--- config.mk ---
export PLATFORM = sky130hd
export DESIGN_NAME = fully_assoc_cache_fifo_write_through
export DESIGN_NICKNAME = d
export VERILOG_FILES = /design/src/rtl/core/facfwt_pkg.sv /design/src/rtl/core/facfwt_ram.sv /design/src/rtl/core/facfwt_ctrl.sv /design/src/rtl/core/facfwt_dp.sv /design/src/rtl/core/fully_assoc_cache_fifo_write_through.sv
export SDC_FILE = /design/constraint.sdc
export NUM_CORES = 1
export LEC_CHECK = 0
export ABC_AREA = 0
export ABC_CLOCK_PERIOD_IN_PS = 13200
export BUFFER_PORTS_ARGS = -buffer_cell sky130_fd_sc_hd__buf_2
export CAP_MARGIN = 20
export CORE_ASPECT_RATIO = 1.5
export CORE_MARGIN = 3
export CORE_UTILIZATION = 47
export CTS_CLUSTER_SIZE = 40
export DETAILED_ROUTE_END_ITERATION = 10
export MAX_ROUTING_LAYER = met4
export PLACE_DENSITY = 0.65
export RECOVER_POWER = 25
export SYNTH_ARGS = -nofsm -noshare
export SYNTH_HDL_FRONTEND = slang
export SYNTH_SLANG_ARGS = --single-unit
--- constraint.sdc ---
create_clock -name clk -period 13.2 [get_ports clk]
set_clock_uncertainty 0.1 [all_clocks]
set_input_delay 2.64 -clock clk [delete_from_list [all_inputs] [get_ports clk]]
set_output_delay 2.64 -clock clk [all_outputs]
set_load 0.005 [all_outputs]
--- src/rtl/core/facfwt_pkg.sv ---
package facfwt_pkg;

  // fixed field widths of the access and result transfers
  localparam int ADDR_W  = 7;
  localparam int BYTE_W  = 8;
  localparam int LINE_OW = 3;
  localparam int BLK_OW  = 5;
  localparam int CNT_W   = 32;

  // access kinds
  localparam logic KIND_READ  = 1'b0;
  localparam logic KIND_WRITE = 1'b1;

  typedef struct packed {
    logic              kind;
    logic [ADDR_W-1:0] address;
    logic [BYTE_W-1:0] write_value;
  } in_t;

  typedef struct packed {
    logic               hit_flag;
    logic [LINE_OW-1:0] cache_line;
    logic [BYTE_W-1:0]  data_value;
    logic [BLK_OW-1:0]  block_number;
    logic [CNT_W-1:0]   read_hits;
    logic [CNT_W-1:0]   read_misses;
    logic [CNT_W-1:0]   write_hits;
    logic [CNT_W-1:0]   write_misses;
  } out_t;

  typedef enum logic [1:0] {
    ST_CLEAR,
    ST_IDLE,
    ST_LOOKUP,
    ST_DONE
  } state_t;

  // controller to datapath
  typedef struct packed {
    logic clear_en;
    logic capture;
    logic lookup;
    logic load_out;
  } cmd_t;

  // datapath to controller
  typedef struct packed {
    logic clear_last;
    logic out_free;
  } status_t;

endpackage

--- src/rtl/core/facfwt_ram.sv ---
module facfwt_ram #(
  parameter int WIDTH = 8,
  parameter int DEPTH = 128
) (
  input  logic                     clk,
  input  logic                     we,
  input  logic [$clog2(DEPTH)-1:0] waddr,
  input  logic [WIDTH-1:0]         wdata,
  input  logic                     re,
  input  logic [$clog2(DEPTH)-1:0] raddr,
  output logic [WIDTH-1:0]         rdata
);

  logic [WIDTH-1:0] mem [DEPTH];
  logic [WIDTH-1:0] rdata_r;

  // one write port, one registered read port
  always_ff @(posedge clk) begin
    if (we) begin
      mem[waddr] <= wdata;
    end
    if (re) begin
      rdata_r <= mem[raddr];
    end
  end

  assign rdata = rdata_r;

endmodule

--- src/rtl/core/facfwt_ctrl.sv ---
module facfwt_ctrl (
  input  logic                clk,
  input  logic                rst_n,
  input  logic                in_valid,
  output logic                in_stall,
  input  facfwt_pkg::status_t status,
  output facfwt_pkg::cmd_t    cmd
);

  facfwt_pkg::state_t state_r;
  facfwt_pkg::state_t state_nxt;

  // state register
  always_ff @(posedge clk) begin
    if (!rst_n) begin
      state_r <= facfwt_pkg::ST_CLEAR;
    end else begin
      state_r <= state_nxt;
    end
  end

  // next state
  always_comb begin
    state_nxt = state_r;
    case (state_r)
      facfwt_pkg::ST_CLEAR: begin
        if (status.clear_last) state_nxt = facfwt_pkg::ST_IDLE;
      end
      facfwt_pkg::ST_IDLE: begin
        if (in_valid) state_nxt = facfwt_pkg::ST_LOOKUP;
      end
      facfwt_pkg::ST_LOOKUP: begin
        state_nxt = facfwt_pkg::ST_DONE;
      end
      facfwt_pkg::ST_DONE: begin
        if (status.out_free) state_nxt = facfwt_pkg::ST_IDLE;
      end
      default: begin
        state_nxt = facfwt_pkg::ST_CLEAR;
      end
    endcase
  end

  // outputs
  always_comb begin
    cmd      = '0;
    in_stall = 1'b1;
    case (state_r)
      facfwt_pkg::ST_CLEAR: begin
        cmd.clear_en = 1'b1;
      end
      facfwt_pkg::ST_IDLE: begin
        in_stall    = 1'b0;
        cmd.capture = in_valid;
      end
      facfwt_pkg::ST_LOOKUP: begin
        cmd.lookup = 1'b1;
      end
      facfwt_pkg::ST_DONE: begin
        cmd.load_out = status.out_free;
      end
      default: begin
        cmd = '0;
      end
    endcase
  end

endmodule

--- src/rtl/core/facfwt_dp.sv ---
module facfwt_dp #(
  parameter int CACHE_LINES     = 8,
  parameter int MEMORY_BLOCKS   = 32,
  parameter int BYTES_PER_BLOCK = 4
) (
  input  logic                clk,
  input  logic                rst_n,
  input  facfwt_pkg::in_t     in_data,
  input  facfwt_pkg::cmd_t    cmd,
  output facfwt_pkg::status_t status,
  output logic                out_valid,
  input  logic                out_stall,
  output facfwt_pkg::out_t    out_data
);

  localparam int LINE_W = $clog2(CACHE_LINES);
  localparam int BLK_W  = $clog2(MEMORY_BLOCKS);
  localparam int MEM_N  = MEMORY_BLOCKS * BYTES_PER_BLOCK;
  localparam int MEM_AW = $clog2(MEM_N);
  localparam int ADDR_N = 1 << facfwt_pkg::ADDR_W;
  localparam int CNT_W  = facfwt_pkg::CNT_W;
  localparam int BYTE_W = facfwt_pkg::BYTE_W;

  // address decode tables, built at elaboration
  logic [BLK_W-1:0]  blk_tab  [ADDR_N];
  logic [MEM_AW-1:0] maddr_tab[ADDR_N];

  for (genvar a = 0; a < ADDR_N; a++) begin : g_tab
    assign blk_tab[a]   = BLK_W'((a / BYTES_PER_BLOCK) % MEMORY_BLOCKS);
    assign maddr_tab[a] = MEM_AW'(((a / BYTES_PER_BLOCK) % MEMORY_BLOCKS) * BYTES_PER_BLOCK
                                  + (a % BYTES_PER_BLOCK));
  end

  // captured access
  logic              kind_r;
  logic [MEM_AW-1:0] maddr_r;
  logic [BLK_W-1:0]  blk_r;
  logic [BYTE_W-1:0] wval_r;

  always_ff @(posedge clk) begin
    if (cmd.capture) begin
      kind_r  <= in_data.kind;
      maddr_r <= maddr_tab[in_data.address];
      blk_r   <= blk_tab[in_data.address];
      wval_r  <= in_data.write_value;
    end
  end

  // line directory
  logic [BLK_W-1:0]       tag_r [CACHE_LINES];
  logic [CACHE_LINES-1:0] vld_r;
  logic [LINE_W-1:0]      ptr_r;
  logic [LINE_W-1:0]      ptr_nxt;
  logic [CACHE_LINES-1:0] match_vec;
  logic                   lk_hit;
  logic [LINE_W-1:0]      lk_line;

  // parallel tag compare
  for (genvar l = 0; l < CACHE_LINES; l++) begin : g_match
    assign match_vec[l] = vld_r[l] && (tag_r[l] == blk_r);
  end

  // lowest matching line wins
  always_comb begin
    lk_hit  = 1'b0;
    lk_line = '0;
    for (int l = CACHE_LINES - 1; l >= 0; l--) begin
      if (match_vec[l]) begin
        lk_hit  = 1'b1;
        lk_line = LINE_W'(l);
      end
    end
  end

  // fifo replacement pointer wraps at the last line
  assign ptr_nxt = (ptr_r == LINE_W'(CACHE_LINES - 1)) ? '0 : ptr_r + LINE_W'(1);

  always_ff @(posedge clk) begin
    if (!rst_n) begin
      vld_r <= '0;
      ptr_r <= '0;
    end else if (cmd.lookup && !lk_hit) begin
      vld_r[ptr_r] <= 1'b1;
      ptr_r        <= ptr_nxt;
    end
  end

  always_ff @(posedge clk) begin
    if (cmd.lookup && !lk_hit) begin
      tag_r[ptr_r] <= blk_r;
    end
  end

  // lookup result
  logic              hit_r;
  logic [LINE_W-1:0] line_r;

  always_ff @(posedge clk) begin
    if (cmd.lookup) begin
      hit_r  <= lk_hit;
      line_r <= lk_hit ? lk_line : ptr_r;
    end
  end

  // saturating hit and miss counters
  logic [CNT_W-1:0] rd_hits_r;
  logic [CNT_W-1:0] rd_miss_r;
  logic [CNT_W-1:0] wr_hits_r;
  logic [CNT_W-1:0] wr_miss_r;

  always_ff @(posedge clk) begin
    if (!rst_n) begin
      rd_hits_r <= '0;
      rd_miss_r <= '0;
      wr_hits_r <= '0;
      wr_miss_r <= '0;
    end else if (cmd.lookup) begin
      if (kind_r == facfwt_pkg::KIND_WRITE) begin
        if (lk_hit) begin
          if (wr_hits_r != '1) wr_hits_r <= wr_hits_r + CNT_W'(1);
        end else begin
          if (wr_miss_r != '1) wr_miss_r <= wr_miss_r + CNT_W'(1);
        end
      end else begin
        if (lk_hit) begin
          if (rd_hits_r != '1) rd_hits_r <= rd_hits_r + CNT_W'(1);
        end else begin
          if (rd_miss_r != '1) rd_miss_r <= rd_miss_r + CNT_W'(1);
        end
      end
    end
  end

  // backing store init sweep
  logic [MEM_AW-1:0] clr_cnt_r;

  always_ff @(posedge clk) begin
    if (!rst_n) begin
      clr_cnt_r <= '0;
    end else if (cmd.clear_en && !status.clear_last) begin
      clr_cnt_r <= clr_cnt_r + MEM_AW'(1);
    end
  end

  assign status.clear_last = (clr_cnt_r == MEM_AW'(MEM_N - 1));

  // backing store: write-through keeps every valid line equal to its block,
  // so the byte of a read hit or a fill is served from here
  logic              mem_we;
  logic [MEM_AW-1:0] mem_waddr;
  logic [BYTE_W-1:0] mem_wdata;
  logic [BYTE_W-1:0] mem_rdata;

  assign mem_we    = cmd.clear_en || (cmd.lookup && (kind_r == facfwt_pkg::KIND_WRITE));
  assign mem_waddr = cmd.clear_en ? clr_cnt_r : maddr_r;
  assign mem_wdata = cmd.clear_en ? BYTE_W'(clr_cnt_r) : wval_r;

  facfwt_ram #(
    .WIDTH (BYTE_W),
    .DEPTH (MEM_N)
  ) u_mem (
    .clk   (clk),
    .we    (mem_we),
    .waddr (mem_waddr),
    .wdata (mem_wdata),
    .re    (cmd.lookup),
    .raddr (maddr_r),
    .rdata (mem_rdata)
  );

  // output register
  logic               out_valid_r;
  facfwt_pkg::out_t   out_data_r;

  assign status.out_free = !out_valid_r || !out_stall;

  always_ff @(posedge clk) begin
    if (!rst_n) begin
      out_valid_r <= 1'b0;
    end else if (cmd.load_out) begin
      out_valid_r <= 1'b1;
    end else if (!out_stall) begin
      out_valid_r <= 1'b0;
    end
  end

  always_ff @(posedge clk) begin
    if (cmd.load_out) begin
      out_data_r.hit_flag     <= hit_r;
      out_data_r.cache_line   <= facfwt_pkg::LINE_OW'(line_r);
      out_data_r.data_value   <= (kind_r == facfwt_pkg::KIND_WRITE) ? wval_r : mem_rdata;
      out_data_r.block_number <= facfwt_pkg::BLK_OW'(blk_r);
      out_data_r.read_hits    <= rd_hits_r;
      out_data_r.read_misses  <= rd_miss_r;
      out_data_r.write_hits   <= wr_hits_r;
      out_data_r.write_misses <= wr_miss_r;
    end
  end

  assign out_valid = out_valid_r;
  assign out_data  = out_data_r;

  // a block never sits in two valid lines
  a_single_match: assert property (@(posedge clk) disable iff (!rst_n)
    cmd.lookup |-> $onehot0(match_vec))
    else $error("block found in more than one valid line");

  // a miss advances the replacement pointer
  a_ptr_adv: assert property (@(posedge clk) disable iff (!rst_n)
    cmd.lookup && !lk_hit |=> ptr_r != $past(ptr_r))
    else $error("replacement pointer did not advance on a miss");

  // the pointer moves only on a miss
  a_ptr_hold: assert property (@(posedge clk) disable iff (!rst_n)
    !(cmd.lookup && !lk_hit) |=> $stable(ptr_r))
    else $error("replacement pointer moved without a miss");

  // the number of valid lines does not drop after a fill
  a_fill_valid: assert property (@(posedge clk) disable iff (!rst_n)
    cmd.lookup && !lk_hit |=> $countones(vld_r) >= $countones($past(vld_r)))
    else $error("valid lines dropped after a fill");

endmodule

--- src/rtl/core/fully_assoc_cache_fifo_write_through.sv ---
// an input transfer is captured, looked up in the tags, then loaded into the output register, raising out_valid
// the single-item control sequence takes a new access only after the last one is loaded; a stalled
// result in the output register holds the next access back until it transfers
// tag compare covers all lines in parallel; a read's byte comes from the backing store port
// reset (rst_n low, synchronous) clears valid bits, pointer and counters, then a sweep over
// all MEMORY_BLOCKS*BYTES_PER_BLOCK addresses (128 by default) loads the backing store
// with each byte equal to its address; in_stall stays high during the sweep
module fully_assoc_cache_fifo_write_through #(
  parameter int CACHE_LINES     = 8,
  parameter int MEMORY_BLOCKS   = 32,
  parameter int BYTES_PER_BLOCK = 4
) (
  input  logic             clk,
  input  logic             rst_n,
  input  logic             in_valid,
  output logic             in_stall,
  input  facfwt_pkg::in_t  in_data,
  output logic             out_valid,
  input  logic             out_stall,
  output facfwt_pkg::out_t out_data
);

  facfwt_pkg::cmd_t    cmd;
  facfwt_pkg::status_t status;

  // sequencing
  facfwt_ctrl u_ctrl (
    .clk      (clk),
    .rst_n    (rst_n),
    .in_valid (in_valid),
    .in_stall (in_stall),
    .status   (status),
    .cmd      (cmd)
  );

  // directory, counters, backing store and output register
  facfwt_dp #(
    .CACHE_LINES     (CACHE_LINES),
    .MEMORY_BLOCKS   (MEMORY_BLOCKS),
    .BYTES_PER_BLOCK (BYTES_PER_BLOCK)
  ) u_dp (
    .clk       (clk),
    .rst_n     (rst_n),
    .in_data   (in_data),
    .cmd       (cmd),
    .status    (status),
    .out_valid (out_valid),
    .out_stall (out_stall),
    .out_data  (out_data)
  );

endmodule
## After elaboration in Yosys (flattened, before gate mapping)

Memory sizes are Yosys's and may differ from the RTL's. A register that Yosys moved wholly into a read port is not among the register bits.
Cells that the tools add are included.

| operators by class | value |
|---|---|
| reductions and logical operators | 24 |
| bitwise logic cells | 4 |
| $add $sub $neg | 6 |
| eq/ne operators | 21 |
| muxes and demuxes | 38 |
| order comparisons | 2 |

Operators by type and width:

| cell | number |
|---|---|
| $add 32x1->32 const B | 4 |
| $ne 32x32->1 const B | 4 |
| $eq 5x5->1 | 8 |
| $mux 3 | 10 |
| $mux 1 | 20 |
| $mux 8 | 2 |
| $reduce_and 4->1 | 4 |
| $logic_and 1x1->1 | 12 |
| $not 7->8 | 1 |
| $or 8x8->8 | 1 |
| $pmux 2 s4 | 1 |
| $add 7x1->7 const B | 1 |
| $eq 7x7->1 const B | 1 |
| $mux 7 | 1 |
| $mux 2 | 3 |
| $ne 2x1->1 const B | 3 |
| $eq 2x2->1 const B | 2 |
| $logic_not 1->1 | 4 |
| $lt 3x4->1 const B | 1 |
| $add 3x1->3 const B | 1 |
| $demux 1 s3 | 1 |
| $eq 3x3->1 const B | 1 |
| $ge 3x1->1 const B | 1 |
| $reduce_and 3->1 | 1 |
| other kinds (5) | 7 |

| storage, ports and cells | value |
|---|---|
| logic and storage cells | 120 |
| input port bits | 20 |
| RAM bits | 1064 |
| memories kept | 4 |
| output and inout bits | 147 |
| register bits after elaboration | 307 |
| bits in read-only memories | 1536 |

Memory list:

| memory | depth | width | rd ports | clocked after Yosys merged registers in | wr ports | line | text |
|---|---|---|---|---|---|---|---|
| u_dp.u_mem.mem | 128 | 8 | 1 | 1 | 1 | facfwt_ram.sv:14 | `logic [WIDTH-1:0] mem [DEPTH];` |
| (no name shown) | 128 | 7 | 1 | 1 | 0 | facfwt_dp.sv:43 | `maddr_r <= maddr_tab[in_data.address];` |
| (no name shown) | 128 | 5 | 1 | 1 | 0 | facfwt_dp.sv:44 | `blk_r <= blk_tab[in_data.address];` |
| u_dp.tag_r | 8 | 5 | 8 | 0 | 1 | facfwt_dp.sv:50 | `logic [BLK_W-1:0] tag_r [CACHE_LINES];` |

## Longest topological paths before layout

Gate-level depths: netlist of the first run.
An unclocked memory read counts as a cell.

| logic depth | value |
|---|---|
| depth after elaboration | 15 |
| gate-level depth with buffers | 12 |
| depth with buffers taken out | 8 |

## By module

From an unflattened synthesis of the first run, not the netlist that was laid out.

| unflattened totals | value |
|---|---|
| cells, all modules | 2816 |
| area total of the unflattened synthesis | 54096.9 um^2 |

Modules (own cells, without submodules):

| module | sequential area each (um^2) | times used | cells each | area each (um^2) |
|---|---|---|---|---|
| facfwt_ram | 30989.7 | 1 | 1635 | 39745.6 |
| facfwt_dp | 9098.7 | 1 | 1160 | 14182.4 |
| facfwt_ctrl | 40.0 | 1 | 21 | 168.9 |

## Worst setup path before layout of the first run

No wires, ideal clock.

| timing path | value |
|---|---|
| path type | in2reg |
| start | input out_stall |
| end | register u_dp.out_data_r, in the netlist u_dp.out_data[0], enable pin |
| required time | 12.231 ns |
| slack | -0.879 ns |
| data arrival time | 13.110 ns |
| library setup time | 0.869 ns |
| stages | 1 |
| buffers on the path | 0 |
| path through | a21boi_0 |

| between the ends | value |
|---|---|
| longest elaborated chain between the ends | 3 |

RTL lines:

| what | line | text |
|---|---|---|
| start, declared | fully_assoc_cache_fifo_write_through.sv:19 | `input logic out_stall,` |
| $logic_not 1->1 | facfwt_dp.sv:175 | `assign status.out_free = !out_valid_r \|\| !out_stall;` |
| $logic_or 1x1->1 | facfwt_dp.sv:175 |  |
| $mux 1 | facfwt_ctrl.sv:48 | `case (state_r)` |
| end, declared | facfwt_dp.sv:173 | `facfwt_pkg::out_t out_data_r;` |

No other way between the ends.
A chain may end at the register's enable or synchronous reset.

## Worst setup path in the final report of the first run

| timing path | value |
|---|---|
| start | register u_ctrl.state_r[0] |
| end | memory u_dp.u_mem.mem[61][7] (data pin) |

| between the ends | value |
|---|---|
| longest elaborated chain between the ends | 3 |

RTL lines:

| what | line | text |
|---|---|---|
| start, declared | facfwt_ctrl.sv:10 | `facfwt_pkg::state_t state_r;` |
| start signal, assigned | facfwt_ctrl.sv:16 | `state_r <= facfwt_pkg::ST_CLEAR;` |
| start signal, assigned | facfwt_ctrl.sv:18 | `state_r <= state_nxt;` |
| $logic_not 2->1 | facfwt_ctrl.sv:48 |  |
| $mux 1 | facfwt_ctrl.sv:48 |  |
| $mux 8 | facfwt_dp.sv:156 | `assign mem_wdata = cmd.clear_en ? BYTE_W'(clr_cnt_r) : wval_r;` |
| named net u_dp.mem_wdata[7] | facfwt_dp.sv:151 | `logic [BYTE_W-1:0] mem_wdata;` |
| end, declared | facfwt_ram.sv:14 |  |

The timed path passes the listed nets, and every way through them passes these cells.

==> results.py, run 1 <==
metrics = {
    "run_status": {
        "outcome": "finished, violations left",
        "violations": "capacitance limit, slew limit",
    },
    "clocking": {
        "cts_setup_buffers": 0,
        "cts_resized": 0,
        "htreeDepth": 3,
        "cts_root_buf": "clkbuf_16",
        "tritoncts": "built",
        "clkTransAtPathRegs_ns": 0.07,
        "clockBufferDepth": 3,
        "holdBufCountCts": 0,
        "cts_inserted_buffers": 120,
        "numClockSinks": 1386,
        "clkLatencyLatePin_ns": 0.72,
    },
    "drt": {
        "wirelength_mm": 125,
        "avgViaCountPerCell": 5.87,
        "ant_nets": 0,
        "vias": 30300,
        "drc_errors": 0,
        "avgRoutedWirePerCell_um": 24.3,
        "dr.pass1.iters": 8,
        "drt_iter0_drc": 2391,
    },
    "synthesis": {
        "synth_nets": 3405,
        "yosysSeqAreaShare_pct": 73.3,
        "avgSynthCellArea_um2": 16.2,
        "ys_ff_latch": 1386,
        "synth.lib_cells_used.distinct": 58,
        "postSynth.asyncResetShare_pct": 0,
        "yosys_warnings": 0,
        "synth.cell_area_um2": 54800,
        "syn_inst": 3374,
        "synth_edf_count": 1237,
        "synth_top_flop_cell": "edfxtp_1",
    },
    "global_routing": {
        "grt_pass1_vias": 29500,
        "grt_overflow": 0,
        "antenna_found_initial": 1,
        "grt_pass1_wl_mm": 188,
        "grt_max_degree": 132,
        "grtUsageTotal_pct": 21.2,
    },
    "final_layout": {
        "regArea_um2": 40100,
        "syn_to_final_growth_pct": 12.2,
        "multi_input_area_um2": 13800,
        "fin_nets": 3556,
        "fillCellCount": 9104,
        "finalNonFillerCells": 5167,
        "drive_gt1_share_pct": 16.8,
    },
    "timing": {
        "max_freq_mhz": 152,
        "finalSetupViolations": 0,
        "hold_violations": 0,
        "final.min_clock_period_ns": 6.58,
        "grt_setup_unrepaired": "false",
        "worst-slew-pin-transition_ns": 3.61,
        "slew_headroom_pct": -141,
        "fin_crit_sh_pct": 49.9,
        "setup_tns_ns": 0,
        "maxSlewViolCount": 664,
    },
    "setup_path": {
        "arrival_ns": 6.47,
        "cpMaxStageDelayCell": "clkbuf_1",
        "cp.required_ns": 13.09,
        "criticalPathCategory": "flop to flop",
        "start_kind": "flop",
        "critPathBufInv": 3,
        "path_max_fanout": 80,
        "crit_path_frequent_cell": "clkbuf_1",
        "slowest_delay_ns": 2.63,
        "critical_path.cell_chain": "inv_1 > ha_1 > nor2b_4 > clkbuf_1 > clkbuf_1",
        "path_delay_family": "buffers and inverters",
        "cp-end-kind": "flop",
    },
    "floorplanning": {
        "dieArea_um2": 121000,
        "die_x_um": 285,
        "die_h_um": 424,
        "num_io_pins": 167,
        "row_count": 152,
        "initial_utilization_pct": 47.6,
        "core_um2": 115000,
    },
    "power_and_ir_drop": {
        "power_leakage_nw": 19.4,
        "max-vdd-ir-drop_mv": 0.112,
        "power_density_nw_per_um2": 141,
    },
    "placed_design": {
        "dp_hpwl_mm": 77.7,
        "port-buffer-count": 166,
        "place.gp.congestion": 0.873,
        "place_inst": 4941,
    },
    "min_path": {
        "min_path_type": "flop to flop",
    },
    "job": {
        "drv_cap": 15,
    },
}
==> registers in the layout, indices dropped and copies added (netlist names) <==
signal            count
u_dp.out_valid        1
u_dp.blk_r            1
u_ctrl.state_r        2
u_dp.vld_r            8
u_dp.maddr_r          6
u_dp.clr_cnt_r        7
u_dp.tag_r           40
u_dp.wr_hits_r       32
u_dp.rd_miss_r       32
u_dp.kind_r           1
u_dp.rd_hits_r       32
u_dp.line_r           3
u_dp.out_data       145
u_dp.wr_miss_r       32
u_dp.hit_r            1
u_dp.ptr_r            3
u_dp.u_mem.mem     1024
u_dp.u_mem.rdata      8
u_dp.wval_r           8
==> layer usage <==
layer,part of all wire (%),vias to the layer above,track usage (%)
met4,3.6,0,8.01
met1,38,15400,25.4
met2,53,995,36.9
met5,0,-,-
met3,5.3,199,2.44
li1,-,13800,-
==> metrics by stage <==
step | power [mW] | hold slack (ns) | worst slack [ns] | area, µm² | utilization (%)
floorplan | 4.94 | 0.300 | 2.96 | 54800 | -
global placement | 4.99 | 0.304 | 8.50 | 57200 | 49.7
detailed placement | 4.99 | 0.320 | 8.49 | 57300 | 49.8
CTS | 8.71 | 0.333 | 8.49 | 61500 | 53.5
global route | 8.88 | 0.341 | 6.02 | 61400 | 53.4
finish | 8.64 | 0.329 | 6.62 | 61400 | 53.4
==> layout make-up <==
type | count | area share [%]
clock buffers | 148 | 5.38
flip-flops and latches | 1386 | 65.3
clock inverters | 75 | 1.53
well taps | 1540 | 3.14
diodes | 1 | 0.00407
repair buffers | 217 | 1.98
inverters | 17 | 0.106
multi-input cells | 1783 | 22.5
==> power breakdown <==
group,total [mW],switching [mW],internal (mW)
sequential,4.77,0.00377,4.76
combinational,0.132,0.107,0.0253
clock,3.74,1.55,2.19
total,8.64,1.66,6.97
==> cell usage after synthesis (all sizes together), types with 2 or more instances <==
cell type | count | area [µm²]
nor4b | 2 | 17.5
and3 | 21 | 136
nor3b | 2 | 15.0
o31ai | 55 | 413
o21a | 24 | 180
nor2b | 3 | 18.8
a21oi | 209 | 1050
o31a | 13 | 114
nand3b | 4 | 30.0
a21boi | 3 | 22.5
nand3 | 74 | 375
o22ai | 80 | 500
inv | 17 | 63.8
nor2 | 210 | 788
xor2 | 36 | 315
nand4b | 2 | 17.5
nand4 | 52 | 325
and2 | 9 | 56.3
xnor2 | 12 | 105
nor3 | 21 | 105
or2 | 4 | 25.0
o311ai | 4 | 35.0
or3 | 30 | 188
or4 | 50 | 375
mux2 | 77 | 867
o221ai | 64 | 561
mux2i | 223 | 2230
o41ai | 6 | 52.6
nor4 | 35 | 234
nand2 | 116 | 435
mux4 | 128 | 2880
o211ai | 4 | 30.0
and4 | 16 | 140
a31oi | 2 | 12.5
buf | 81 | 390
clkbuf | 107 | 403
dfxtp | 149 | 2980
o21ai | 138 | 694
nand2b | 37 | 231
edfxtp | 1237 | 37100
ha | 11 | 138
==> cell families after synthesis <==
group	after synthesis	synth area share [%]
buf+inv	205	1.57
mux	428	10.9
simple gates	691	6.47
flops	1386	73.3
fa+ha+maj	11	0.251
xor+xnor	48	0.768
compound gates	605	6.74
==> cells in the final DEF (no fill, tap or decap), types with 37 or more instances in the layout <==
| cell type | count |
|---|---|
| dfxtp_1 | 149 |
| o22ai_1 | 80 |
| clkbuf_1 | 37 |
| mux4_2 | 128 |
| nand2_1 | 114 |
| clkbuf_16 | 126 |
| mux2_2 | 71 |
| o21ai_0 | 134 |
| nand4_1 | 52 |
| o221ai_1 | 64 |
| mux2i_1 | 223 |
| nand3_1 | 73 |
| nand2b_1 | 37 |
| o31ai_1 | 55 |
| buf_2 | 154 |
| a21oi_1 | 209 |
| or4_1 | 50 |
| nor2_1 | 210 |
| edfxtp_1 | 1237 |
==> path summary, 6_finish.rpt <==
check	cells after the start	slack [ns]	start	to
setup / recovery	5	6.62	u_ctrl.state_r[0]$_SDFFE_PN0P_	u_dp.u_mem.mem[61][7]$_DFFE_PP_
hold / removal	0	0.33	u_dp.line_r[2]$_DFFE_PP_	u_dp.out_data[143]$_DFFE_PP_
setup reg to reg	5	6.62	u_ctrl.state_r[0]$_SDFFE_PN0P_	u_dp.u_mem.mem[61][7]$_DFFE_PP_
hold reg to reg	0	0.33	u_dp.line_r[2]$_DFFE_PP_	u_dp.out_data[143]$_DFFE_PP_
Note: power is estimated with default switching activity, not from simulation.
==> run 2: changes to the inputs <==
- ABC_CLOCK_PERIOD_IN_PS: 13200 -> 5600
- clock period: 13.2 -> 5.6 ns (I/O delays scaled with it)
==> run 2 against run 1 <==
Compared with the run above:
- largest cell class unchanged
- utilization grew 0.17 points
- sequential share of layout area is 0.21 points lower
- sequential power increased by 130%
- die area is the same
- sequential cell count stayed put
- clock power rose by 130%
- wire length increased by 2.5%
- fmax increased by 46%
- the flow still finishes with violations (capacitance limit, slew limit)
- final cell count increased by 0.50%
- critical path depth increased by 2
- hold slack improved by 0.027 ns
- combinational power up 150%
==> results.py, run 2 (synthesis gave the netlist of run 1 again) <==
metrics = {
    "run_status": {
        "outcome": "finished, violations left",
        "violations": "capacitance limit, slew limit",
    },
    "floorplanning": {
        "core_um2": 115000,
        "num_io_pins": 167,
        "row_count": 152,
        "dieArea_um2": 121000,
        "die_h_um": 424,
        "die_x_um": 285,
        "initial_utilization_pct": 47.6,
    },
    "timing": {
        "final.min_clock_period_ns": 4.49,
        "fin_crit_sh_pct": 80.2,
        "worst-slew-pin-transition_ns": 4.04,
        "grt_setup_unrepaired": "false",
        "hold_violations": 0,
        "maxSlewViolCount": 379,
        "setup_ws_ns": 1.11,
        "max_freq_mhz": 223,
        "finalSetupViolations": 0,
        "setup_tns_ns": 0,
        "slew_headroom_pct": -169,
    },
    "clocking": {
        "htreeDepth": 3,
        "cts_root_buf": "clkbuf_16",
        "tritoncts": "built",
        "holdBufCountCts": 0,
        "cts_inserted_buffers": 118,
        "cts_resized": 0,
        "clkTransAtPathRegs_ns": 0.07,
        "cts_setup_buffers": 0,
        "clkLatencyLatePin_ns": 0.73,
        "numClockSinks": 1386,
        "clockBufferDepth": 3,
    },
    "final_layout": {
        "layout_common_cells": "1237 x edfxtp_1, 223 x mux2i_1, 210 x nor2_1, 209 x a21oi_1, 149 x dfxtp_1",
        "regMostFlops": "u_dp.u_mem.mem",
        "largest_register_ffs": 1024,
        "fillCellCount": 9146,
        "layout_commonest_cell": "edfxtp_1",
        "fin_nets": 3578,
        "syn_to_final_growth_pct": 12.5,
        "n_antenna_cell": 0,
        "drive_gt1_share_pct": 16.3,
    },
    "power_and_ir_drop": {
        "power.internal_mw": 16.2,
        "switching_power_mw": 4.03,
        "share_comb_of_total_power_pct": 1.6,
        "p_total_mw": 20.2,
        "seqPwrFrac_pct": 55.5,
        "max-vdd-ir-drop_mv": 0.238,
        "power_leakage_nw": 19.5,
        "power_density_nw_per_um2": 328,
        "pwr-share-clk_pct": 42.9,
        "swShare_pct": 19.9,
    },
    "global_routing": {
        "antenna_found_initial": 0,
        "grt_overflow": 0,
        "grt_pass1_vias": 30100,
        "grtUsageTotal_pct": 21.8,
        "grt_max_degree": 141,
        "grt_pass1_wl_mm": 193,
    },
    "setup_path": {
        "criticalPathCategory": "flop to flop",
        "path_max_fanout": 39,
        "cp.required_ns": 5.97,
        "arrival_ns": 4.87,
        "start_kind": "flop",
        "rr_startpoint": "u_dp.maddr_r[4]$_DFFE_PP_",
        "timing.rr.end": "u_dp.u_mem.rdata[7]$_DFFE_PP_",
        "cp-end-kind": "flop",
        "reg2regPathDepth": 7,
        "ff2ff_setup_slack_ns": 1.11,
    },
    "drt": {
        "dr.pass1.iters": 5,
        "vias": 30600,
        "drc_errors": 0,
        "drt_iter0_drc": 2478,
        "avgRoutedWirePerCell_um": 24.7,
        "ant_nets": 0,
        "avgViaCountPerCell": 5.89,
        "wirelength_mm": 128,
    },
    "placed_design": {
        "port-buffer-count": 166,
        "dp_hpwl_mm": 81.9,
        "place.gp.congestion": 0.860,
        "pre_cts_slack_ns": 1.51,
    },
    "min_path": {
        "min_path_cells": 0,
        "min_to": "u_dp.out_data[144]$_DFFE_PP_",
        "min_path_type": "flop to flop",
        "holdCritStartpoint": "u_dp.hit_r$_DFFE_PP_",
    },
    "job": {
        "drv_cap": 5,
    },
}
## run 2: critical path: stages (launching register included)
cell and delay, ns:
edfxtp_1 0.84, clkbuf_1 1.53, a21oi_1 0.03, o21ai_0 0.29, o22ai_1 0.16, o21ai_0 0.52, nand4_1 0.26, nor3_1 0.48
## run 2: routing by layer
metal	wire length, µm	track usage, %
met1	48400	25.6
met2	68200	38.5
met3	6870	2.63
met4	4970	8.22
met5	0	-
## run 2: layout make-up
class                           instances  area (µm²)  area share [%]
Timing Repair Buffer                  241        1470            2.39
Tap cell                             1540        1930            3.13
Multi-Input combinational cell       1783       13900            22.5
Inverter                               17        65.1           0.106
Clock buffer                          151        3310            5.38
Clock inverter                         75         862            1.40
Sequential cell                      1386       40100            65.1
## run 2: power groups by stage
stage	registers (mW)	logic [mW]	clock network [mW]
6_report	11.2	0.330	8.67
5_1_grt	11.2	0.352	9.21
4_1_cts	11.2	0.335	8.82
3_5_place_dp	11.5	0.333	0
3_3_place_gp	11.5	0.329	0
2_1_floorplan	11.5	0.168	0
## run 2: worst max path at each step
stage | start | to | slack (ns) | depth (start not counted)
finish | u_dp.maddr_r[4]$_DFFE_PP_ | u_dp.u_mem.rdata[7]$_DFFE_PP_ | 1.11 | 7
global route | u_ctrl.state_r[0]$_SDFFE_PN0P_ | u_dp.out_data[57]$_DFFE_PP_ | 0.85 | 3
CTS | u_dp.maddr_r[4]$_DFFE_PP_ | u_dp.u_mem.mem[50][1]$_DFFE_PP_ | 1.51 | 5
detailed placement | u_dp.maddr_r[4]$_DFFE_PP_ | u_dp.u_mem.mem[50][2]$_DFFE_PP_ | 1.51 | 5
global placement | u_dp.maddr_r[4]$_DFFE_PP_ | u_dp.u_mem.mem[0][0]$_DFFE_PP_ | 1.31 | 4
floorplan | u_ctrl.state_r[0]$_SDFFE_PN0P_ | u_dp.u_mem.mem[0][1]$_DFFE_PP_ | -1.90 | 6
## run 2: through the flow
step | hold WS, ns | utilization [%] | area, µm² | instances
finish | 0.356 | 53.6 | 61600 | 5193
global route | 0.352 | 53.6 | 61600 | 5193
CTS | 0.350 | 53.6 | 61700 | 5190
detailed placement | 0.337 | 50.0 | 57500 | 4964
global placement | 0.335 | 50.0 | 57500 | 4961
floorplan | 0.300 | - | 54800 | 3374
